$ cat config.mk
export PLATFORM = sky130hd
export DESIGN_NAME = bmrt_lerp
export DESIGN_NICKNAME = d
export VERILOG_FILES = /design/src/hw/rtl/bmrt_pkg.sv /design/src/hw/rtl/bmrt_lerp.sv
export SDC_FILE = /design/constraint.sdc
export NUM_CORES = 1
export LEC_CHECK = 0
export BUFFER_PORTS_ARGS = -buffer_cell sky130_fd_sc_hd__buf_2
export CAP_MARGIN = 20
export CORE_MARGIN = 2
export CORE_UTILIZATION = 27
export DETAILED_ROUTE_END_ITERATION = 12
export GPL_TIMING_DRIVEN = 0
export PLACE_DENSITY = 0.49
export RECOVER_POWER = 100
export SETUP_SLACK_MARGIN = 0.15
export SYNTH_ARGS = -nofsm -noshare
export SYNTH_HDL_FRONTEND = slang
export SYNTH_SLANG_ARGS = --single-unit
$ cat constraint.sdc
create_clock -name clk -period 22.4 [get_ports clk]
set_input_delay 4.48 -clock clk [delete_from_list [all_inputs] [get_ports clk]]
set_output_delay 4.48 -clock clk [all_outputs]
set_load 0.1 [all_outputs]
$ cat src/hw/rtl/bmrt_pkg.sv
package bmrt_pkg;

	// Defaults for the top-level parameters
	localparam int DEF_MAX_SRC_WIDTH  = 64;
	localparam int DEF_MAX_SRC_HEIGHT = 64;
	localparam int DEF_MAX_DST_DIM    = 4096;
	localparam int DEF_SAMPLE_BITS    = 16;

	// Fixed field widths
	localparam int FRAC_W      = 16;
	localparam int RATIO_W     = 24;
	localparam int SAMPLE_IN_W = 16;
	localparam int LEVEL_W     = 16;
	localparam int SRC_DIM_W   = 7;
	localparam int DST_DIM_W   = 13;
	localparam int PIXEL_W     = 8;
	localparam int CFG_IDX_W   = 3;
	localparam int CFG_DATA_W  = 16;

	// Configuration register indexes
	localparam logic [CFG_IDX_W-1:0] REG_SRC_WIDTH  = 3'd0;
	localparam logic [CFG_IDX_W-1:0] REG_SRC_HEIGHT = 3'd1;
	localparam logic [CFG_IDX_W-1:0] REG_DST_WIDTH  = 3'd2;
	localparam logic [CFG_IDX_W-1:0] REG_DST_HEIGHT = 3'd3;
	localparam logic [CFG_IDX_W-1:0] REG_LEVEL      = 3'd4;

	// Configuration reset values
	localparam logic [SRC_DIM_W-1:0]      RST_SRC_WIDTH  = 7'd64;
	localparam logic [SRC_DIM_W-1:0]      RST_SRC_HEIGHT = 7'd64;
	localparam logic [DST_DIM_W-1:0]      RST_DST_WIDTH  = 13'd256;
	localparam logic [DST_DIM_W-1:0]      RST_DST_HEIGHT = 13'd256;
	localparam logic signed [LEVEL_W-1:0] RST_LEVEL      = 16'sd2048;

	// Commands
	localparam logic CMD_LOAD = 1'b0;
	localparam logic CMD_EMIT = 1'b1;

	// Output pixel codes
	localparam logic [PIXEL_W-1:0] PIXEL_OFF = 8'd0;
	localparam logic [PIXEL_W-1:0] PIXEL_ON  = 8'd255;

	typedef struct packed {
		logic                          cmd;
		logic signed [SAMPLE_IN_W-1:0] sample;
	} in_item_t;

	typedef struct packed {
		logic [PIXEL_W-1:0] mask_pixel;
		logic               last_pixel;
	} out_item_t;

	// Divider status toward the controller
	typedef struct packed {
		logic busy;
		logic done;
	} div_stat_t;

endpackage

$ cat src/hw/rtl/bmrt_lerp.sv
module bmrt_lerp import bmrt_pkg::*; #(
	parameter int SAMPLE_BITS = DEF_SAMPLE_BITS
) (
	input  logic                          clk,
	input  logic                          en,
	input  logic signed [SAMPLE_BITS-1:0] a,
	input  logic signed [SAMPLE_BITS-1:0] b,
	input  logic [FRAC_W-1:0]             frac,
	output logic signed [SAMPLE_BITS-1:0] y
);

	localparam int PROD_W = SAMPLE_BITS + FRAC_W + 2;

	logic signed [SAMPLE_BITS:0]   diff;
	logic signed [PROD_W-1:0]      prod;
	logic signed [PROD_W-1:0]      prod_sh;
	logic signed [SAMPLE_BITS+1:0] sum;

	// a + floor((b - a) * frac / 2^16); the result stays between a and b
	always_comb begin
		diff    = $signed({b[SAMPLE_BITS-1], b}) - $signed({a[SAMPLE_BITS-1], a});
		prod    = diff * $signed({1'b0, frac});
		prod_sh = prod >>> FRAC_W;
		sum     = $signed({{2{a[SAMPLE_BITS-1]}}, a}) + $signed(prod_sh[SAMPLE_BITS+1:0]);
	end

	// Register the result
	always_ff @(posedge clk) begin
		if (en) begin
			y <= sum[SAMPLE_BITS-1:0];
		end
	end

endmodule

==> flow_metrics.py <==
metrics = {
    "cts": {
        "cts_tree": "built",
        "root_buffer": "clkbuf_16",
        "cts_resized": 0,
        "cts_setup_buffers": 0,
        "htree_levels": 1,
        "clk_path_buf_depth": 2,
        "cts_buffers": 3,
        "cts_hold_buf": 0,
        "clkTransAtPathRegs_ns": 0.05,
        "cts.sinks": 16,
    },
    "worst_setup_path": {
        "end_kind": "flip-flop",
        "crit_slowest_cell": "xnor2_1",
        "cpMostUsedCell": "fa_1",
        "critical_path_arrival_ns": 15.67,
        "cpPeakStageDelay_ns": 0.74,
        "setup.worst_path.start_class": "input port",
        "critical_path.max_fanout": 10,
        "critical_path_class": "input port to flip-flop",
        "critPathRequiredTime_ns": 22.39,
    },
    "yosys": {
        "synthDistinctLibCells": 62,
        "synth_ff_type": "edfxtp_1",
        "synth_top_area_cell": "fa_1",
        "syn_inst": 1427,
        "synth_async_sr_flop_share": 0,
        "synth_fp_nets": 1858,
        "netlist_area_mm2": 0.0124,
        "seq_area_frac_synth": 0.0387,
        "synth-seq-cells": 16,
        "synthTopCellsByArea": "fa_1, ha_1, inv_1",
        "yosysTopAreaCellShare": 0.430,
        "yosys-top-cells-count": "inv_1, fa_1, nand2_1",
        "yosys_warnings": 0,
        "synth_edf_count": 16,
        "synth.avg_cell_area_um2": 8.70,
        "synth.most_common_cell": "inv_1",
    },
    "global_route": {
        "globalRouteOverflowTotal": 0,
        "grt_max_degree": 17,
        "antenna_found_initial": 0,
        "grt_pass1_wl_um": 55500,
        "grt_usage": 0.150,
        "grt_pass1_vias": 10100,
    },
    "timing": {
        "fin_crit_sh": 0.700,
        "rsz0062_at_grt": "false",
        "setup_ws_ns": 6.72,
        "final-max-slew-violation-count": 0,
        "setup_tns_ns": 0,
        "hold_violations": 0,
        "min_period_ns": 15.68,
        "fmax_ghz": 0.0638,
        "slew_headroom": 0.214,
        "setup_viol": 0,
        "tightest_slew_ns": 1.18,
    },
    "die": {
        "std_cell_rows": 78,
        "io_pins": 66,
        "dieWidth_um": 218,
        "start_util": 0.274,
        "dieArea_mm2": 0.0477,
        "die_y_um": 218,
        "core_mm2": 0.0454,
    },
    "route": {
        "wl_um": 34600,
        "drt_iter0_drc": 439,
        "viasPerCell": 4.55,
        "routed-via-count": 9489,
        "antenna_left": 0,
        "detail_route.wl_per_cell_um": 16.6,
        "dr.pass1.iters": 5,
        "drc": 0,
    },
    "status": {
        "status": "completed",
    },
    "final_layout": {
        "largest_reg_flops": 16,
        "antenna_cells": 0,
        "area_delta_synth_final_pct": 8.63,
        "drive_gt1_frac": 0.0457,
        "regMostFlops": "y",
        "reg_top3": "y x16",
        "fin_util": 0.297,
        "fin_nets": 1920,
    },
    "placed_design": {
        "pre_cts_ws_ns": 6.89,
        "place_congestion": 0.835,
        "port_buffers": 57,
        "dpl.hpwl_um": 29900,
    },
    "hold_path": {
        "hold_class": "input port to flip-flop",
    },
    "run": {
        "maxCapViolCount": 0,
    },
}
==> per-stage QoR <==
step / cells / hold WS (ns) / cell area [um2]
after CTS: 2087 / 4.58 / 13500
after detailed placement: 2084 / 4.84 / 13500
after floorplan: 1427 / 4.59 / 12400
final: 2087 / 4.63 / 13500
after global placement: 2084 / 4.83 / 13500
after global routing: 2087 / 4.65 / 13500
==> placed cells by master (no fill, tap or decap), types with 3 or more instances in the layout <==
| master | n |
|---|---|
| inv_1 | 369 |
| fa_1 | 267 |
| nand2_1 | 132 |
| ha_1 | 114 |
| and2_1 | 90 |
| clkbuf_1 | 77 |
| nand3_1 | 47 |
| buf_2 | 43 |
| xnor2_1 | 39 |
| nor2_1 | 38 |
| a21oi_1 | 29 |
| o211ai_1 | 24 |
| nor2b_1 | 22 |
| o21ai_0 | 20 |
| nand2b_1 | 20 |
| edfxtp_1 | 16 |
| and3_1 | 12 |
| nor3_1 | 12 |
| xor2_1 | 12 |
| a21o_1 | 9 |
| or3_1 | 7 |
| a211oi_1 | 6 |
| a31oi_1 | 6 |
| inv_2 | 5 |
| o311ai_0 | 5 |
| o21a_1 | 4 |
| o21bai_1 | 4 |
| a311oi_2 | 4 |
| and2_0 | 3 |
| o21ai_1 | 3 |
| buf_1 | 3 |
| or2_2 | 3 |
| o311ai_1 | 3 |
| nor4_1 | 3 |
| o311a_1 | 3 |
| clkbuf_16 | 3 |
==> cell families (layout without fill, tap and decap cells) <==
family / count (synthesis) / in the layout / share of synthesized area
compound gates: 140 / 140 / 0.0823
fa+ha+maj: 381 / 381 / 0.545
simple gates: 396 / 396 / 0.160
flops: 16 / 16 / 0.0387
xor+xnor: 53 / 53 / 0.0391
buf+inv: 441 / 501 / 0.134
==> area by class of cell <==
class | instances | area [um2]
clock buffers | 3 | 75.1
inverters | 374 | 1400
well taps | 600 | 751
repair buffers | 57 | 263
flip-flops and latches | 16 | 480
fillers | 4864 | 31900
plain buffers | 67 | 264
multi-input cells | 970 | 10300
==> worst max-delay path: cells and delay by family <==
family,cells,cell delay (ns)
compound gates,14,3.13
buf+inv,6,0.98
fa+ha+maj,10,3.99
xor+xnor,4,1.48
simple gates,7,1.60
==> metal layers <==
layer | part of all wire | vias up | GRT usage
met1 | 0.44 | 4846 | 0.197
li1 | - | 4432 | -
met3 | 0.030 | 35 | 0.0131
met4 | 0.019 | 0 | 0.0306
met5 | 0 | - | 0
met2 | 0.51 | 176 | 0.269
==> path summary, 6_finish.rpt <==
path / slack (ns) / cells past startpoint / from / to
setup / recovery: 6.72 / 41 / a[0] / y[15]
hold / removal: 4.63 / 2 / a[0] / y[0]
Power is not shown: default switching activity piles up to over one toggle a cycle in this logic, so the estimate is an artifact.
