===== src/hw/rtl/bmrt_pkg.sv =====
package bmrt_pkg;

	// Defaults for the top-level parameters
	localparam int DEF_MAX_SRC_WIDTH  = 64;
	localparam int DEF_MAX_SRC_HEIGHT = 64;
	localparam int DEF_MAX_DST_DIM    = 4096;
	localparam int DEF_SAMPLE_BITS    = 16;

	// Fixed field widths
	localparam int FRAC_W      = 16;
	localparam int RATIO_W     = 24;
	localparam int SAMPLE_IN_W = 16;
	localparam int LEVEL_W     = 16;
	localparam int SRC_DIM_W   = 7;
	localparam int DST_DIM_W   = 13;
	localparam int PIXEL_W     = 8;
	localparam int CFG_IDX_W   = 3;
	localparam int CFG_DATA_W  = 16;

	// Configuration register indexes
	localparam logic [CFG_IDX_W-1:0] REG_SRC_WIDTH  = 3'd0;
	localparam logic [CFG_IDX_W-1:0] REG_SRC_HEIGHT = 3'd1;
	localparam logic [CFG_IDX_W-1:0] REG_DST_WIDTH  = 3'd2;
	localparam logic [CFG_IDX_W-1:0] REG_DST_HEIGHT = 3'd3;
	localparam logic [CFG_IDX_W-1:0] REG_LEVEL      = 3'd4;

	// Configuration reset values
	localparam logic [SRC_DIM_W-1:0]      RST_SRC_WIDTH  = 7'd64;
	localparam logic [SRC_DIM_W-1:0]      RST_SRC_HEIGHT = 7'd64;
	localparam logic [DST_DIM_W-1:0]      RST_DST_WIDTH  = 13'd256;
	localparam logic [DST_DIM_W-1:0]      RST_DST_HEIGHT = 13'd256;
	localparam logic signed [LEVEL_W-1:0] RST_LEVEL      = 16'sd2048;

	// Commands
	localparam logic CMD_LOAD = 1'b0;
	localparam logic CMD_EMIT = 1'b1;

	// Output pixel codes
	localparam logic [PIXEL_W-1:0] PIXEL_OFF = 8'd0;
	localparam logic [PIXEL_W-1:0] PIXEL_ON  = 8'd255;

	typedef struct packed {
		logic                          cmd;
		logic signed [SAMPLE_IN_W-1:0] sample;
	} in_item_t;

	typedef struct packed {
		logic [PIXEL_W-1:0] mask_pixel;
		logic               last_pixel;
	} out_item_t;

	// Divider status toward the controller
	typedef struct packed {
		logic busy;
		logic done;
	} div_stat_t;

endpackage


===== src/hw/rtl/bmrt_div.sv =====
module bmrt_div import bmrt_pkg::*; #(
	parameter int DEN_W = 13
) (
	input  logic               clk,
	input  logic               arst_n,
	input  logic               start,
	input  logic [RATIO_W-1:0] num,
	input  logic [DEN_W-1:0]   den,
	output div_stat_t          stat,
	output logic [RATIO_W-1:0] quo
);

	localparam int CNT_W = $clog2(RATIO_W);

	logic               busy_q;
	logic               done_q;
	logic [CNT_W-1:0]   cnt_q;
	logic [DEN_W-1:0]   rem_q;
	logic [DEN_W-1:0]   den_q;
	logic [RATIO_W-1:0] shift_q;
	logic [DEN_W:0]     rem_sh;
	logic [DEN_W:0]     rem_dif;
	logic               ge;
	logic [DEN_W-1:0]   rem_nx;

	// One restoring step: shift in the next dividend bit, subtract if it fits
	always_comb begin
		rem_sh  = {rem_q, shift_q[RATIO_W-1]};
		ge      = (rem_sh >= {1'b0, den_q});
		rem_dif = rem_sh - {1'b0, den_q};
		rem_nx  = ge ? rem_dif[DEN_W-1:0] : rem_sh[DEN_W-1:0];
	end

	// Sequence control: one quotient bit per cycle
	always_ff @(posedge clk or negedge arst_n) begin
		if (!arst_n) begin
			busy_q <= 1'b0;
			done_q <= 1'b0;
			cnt_q  <= '0;
		end else begin
			done_q <= 1'b0;
			if (start) begin
				busy_q <= 1'b1;
				cnt_q  <= '0;
			end else if (busy_q) begin
				if (cnt_q == CNT_W'(RATIO_W - 1)) begin
					busy_q <= 1'b0;
					done_q <= 1'b1;
				end else begin
					cnt_q <= cnt_q + 1'b1;
				end
			end
		end
	end

	// Datapath: dividend shifts out as quotient bits shift in
	always_ff @(posedge clk) begin
		if (start) begin
			rem_q   <= '0;
			den_q   <= den;
			shift_q <= num;
		end else if (busy_q) begin
			rem_q   <= rem_nx;
			shift_q <= {shift_q[RATIO_W-2:0], ge};
		end
	end

	assign stat.busy = busy_q;
	assign stat.done = done_q;
	assign quo       = shift_q;

endmodule


===== config.mk =====
export PLATFORM = sky130hd
export DESIGN_NAME = bmrt_div
export DESIGN_NICKNAME = d
export VERILOG_FILES = /design/src/hw/rtl/bmrt_pkg.sv /design/src/hw/rtl/bmrt_div.sv
export SDC_FILE = /design/constraint.sdc
export NUM_CORES = 1
export LEC_CHECK = 0
export BUFFER_PORTS_ARGS = -buffer_cell sky130_fd_sc_hd__buf_4
export CORE_MARGIN = 2
export CORE_UTILIZATION = 49
export CTS_CLUSTER_DIAMETER = 40
export DETAILED_ROUTE_END_ITERATION = 6
export PLACE_DENSITY = 0.77
export REMOVE_ABC_BUFFERS = 1
export SETUP_SLACK_MARGIN = 0.2
export SKIP_CTS_REPAIR_TIMING = 1
export SYNTH_ARGS = -nofsm -noshare
export SYNTH_HDL_FRONTEND = slang
export SYNTH_SLANG_ARGS = --single-unit

===== constraint.sdc =====
create_clock -name clk -period 2.55 [get_ports clk]
set_clock_uncertainty 0.2 [all_clocks]
set_input_delay 0.51 -clock clk [delete_from_list [all_inputs] [get_ports clk]]
set_output_delay 0.51 -clock clk [all_outputs]
set_load 0.1 [all_outputs]

==> out/metrics.yaml <==
setup_path:
  rrSetupSlack_ns: -0.04
  critPathArrivalTime_ns: 2.63
  cp.required_ns: 2.59
  cpLargestDelayFamily: "compound AO/OA/AOI/OAI gates"
  criticalPathCategory: "register to register"
  end_kind: "register"
  cp_num_buf_inv: 2
  start_kind: "register"
  path_max_fanout: 6
  crit_chain: "inv_1 > ha_2 > inv_2 > fa_2 > a21o_1 > a221oi_2 > a211o_1 > and2_4 > nand2_2 > a311oi_2"
  max_stage_delay_ns: 0.39
  slowest_stage: "edfxtp_1"
grt:
  grt_pass1_vias: 2334
  grt_max_degree: 27
  gr-total-overflow: 0
  grt_usage_pct: 19.5
  grt_pass1_wl_mm: 10.7
  antenna_found_initial: 0
synth:
  ys_ff_latch: 57
  ys_types: 49
  synthTopCellsByArea: "edfxtp_1 (36%), mux2_2 (8.9%), dfxtp_1 (8.5%)"
  synth_most_common_cell: "edfxtp_1"
  syn_area_um2: 3050
  synth_top_area_share_pct: 36.4
  yosysWarnings: 0
  synthCells: 263
  synth_seq_area_share_pct: 50.7
  synth_edf_count: 37
  syn_avg_cell_area_um2: 11.6
  ys_top_cells_by_count: "edfxtp_1 (37), nand2_1 (29), mux2_2 (24)"
  yosys.area.top_type: "edfxtp_1"
  synthArstFlopShare_pct: 12.3
  synthFlopType: "edfxtp_1"
floorplanning:
  core_region_area_um2: 5960
  die-area_um2: 6880
  row_count: 28
  start_util_pct: 51.3
  die_w_um: 82.9
  ios: 66
  die_h_um: 82.9
clock_network:
  clock_latency_ns: 0.34
  cts_max_level: 3
  clk_path_buf_depth: 2
  clock_sinks: 57
  cts-root-buf: "clkbuf_8"
  cts_tree: "done"
  clkTransAtPathRegs_ns: 0.07
  cts_buffers: 9
routing:
  wl_per_cell_um: 15.8
  drtIter0Drc: 176
  ant_nets: 0
  drt-vias-per-instance: 5.52
  num_vias: 2300
  routed_wl_mm: 6.58
  drc: 0
  dr.pass1.iters: 4
power:
  peakVddDrop_mv: 0.713
  leakagePower_nw: 1.68
  total_power_mw: 4.19
  powerDensity_nw_per_um2: 1070
timing:
  rsz0062_at_grt: "yes"
  hold_viol: 0
  whs_ns: 0.139
  setup_ws_ns: -0.0367
  clock.fmax_ghz: 0.387
  period_needed_ns: 2.59
  post-route-period-util_pct: 101
  slew_headroom_pct: 61.7
  tns_ns: -0.110
  maxSlewViolCount: 0
  setup_viol: 7
  tightest_slew_ns: 0.574
cells_and_area:
  drive_gt1_share_pct: 41.5
  fin_util_pct: 66.0
  syn_to_final_growth_pct: 28.8
  final_cells: 417
  diodes: 0
  fillCellCount: 468
  layout.nets: 392
status:
  status: "finished, violations left"
  violations: "negative setup slack"
min_path:
  hold_path_class: "input pin to register"
job:
  maxCapViolCount: 0
placed_design:
  dp.cells: 397
  gp_congestion: 0.835
  dp_hpwl_mm: 4.52
  port_buffers: 65
## path summary, 6_finish.rpt
kind,end,cells past startpoint,start
worst max register to register,rem_q[12],10,quo[23]
min in group asynchronous,cnt_q[0],2,arst_n
worst min-delay path,den_q[1],1,den[1]
max in group asynchronous,cnt_q[4],2,arst_n
worst max-delay path,rem_q[12],10,quo[23]
worst min register to register,rem_q[2],2,rem_q[2]
## where the power goes
part / internal [mW] / switching (mW)
registers: 1.16 / 0.128
clock network: 0.644 / 0.374
logic: 0.746 / 1.14
total: 2.55 / 1.64
## area by class of cell
cell class	count	area, um^2	area share (%)
tap	75	93.8	2.39
timing repair buffer	77	584	14.9
clock inverter	6	106	2.71
inverter	16	60.1	1.53
sequential	57	1550	39.3
multi-input combinational	176	1410	35.9
clock buffer	10	128	3.25
## kinds of logic after synthesis
kind of cell    count (synthesis)  share of synthesized area (%)
compound gates                 49                           14.0
xor+xnor                       10                           2.87
fa+ha+maj                      15                           6.39
buf+inv                        31                           4.63
flops                          57                           50.7
mux                            26                           9.51
simple gates                   75                           12.0
## registers in the layout, indices dropped and copies added (netlist names)
register,flops
quo,24
den_q,13
rem_q,13
cnt_q,5
busy_q,1
done_q,1
## routing by layer
| layer | routed length, um | vias to the layer above | part of all wire, % | track usage [%] |
|---|---|---|---|---|
| li1 | - | 1117 | - | - |
| met1 | 2860 | 1098 | 44 | 24.5 |
| met2 | 3110 | 75 | 47 | 30.9 |
| met3 | 500 | 10 | 7.6 | 7.26 |
| met4 | 100 | 0 | 1.5 | 7.15 |
| met5 | 0 | - | 0 | 0 |
## through the flow
step	cell area [um^2]	setup WS, ns
2_1_floorplan	2970	-0.661
3_3_place_gp	3620	0.0620
3_5_place_dp	3620	-0.0117
4_1_cts	3850	-0.0413
5_1_grt	3930	-0.161
6_report	3930	-0.0367
## cell usage in the layout (no fill, tap or decap), types with 3 or more instances in the layout
cell and count:
mux2_2 24, dfrtp_1 7, bufinv_16 3, dfxtp_1 13, xor2_1 7, nand3_1 4, nor2_1 18, xnor2_1 3
nand2_1 23, a21o_1 4, clkbuf_8 9, o21ai_0 4, nand2_2 6, buf_4 75, a21oi_1 11, a311oi_2 12
inv_1 15, ha_1 13, nand2b_1 6, nor2b_1 3, nand4_1 4, edfxtp_1 37
Note: power is estimated with default switching activity, not from simulation.
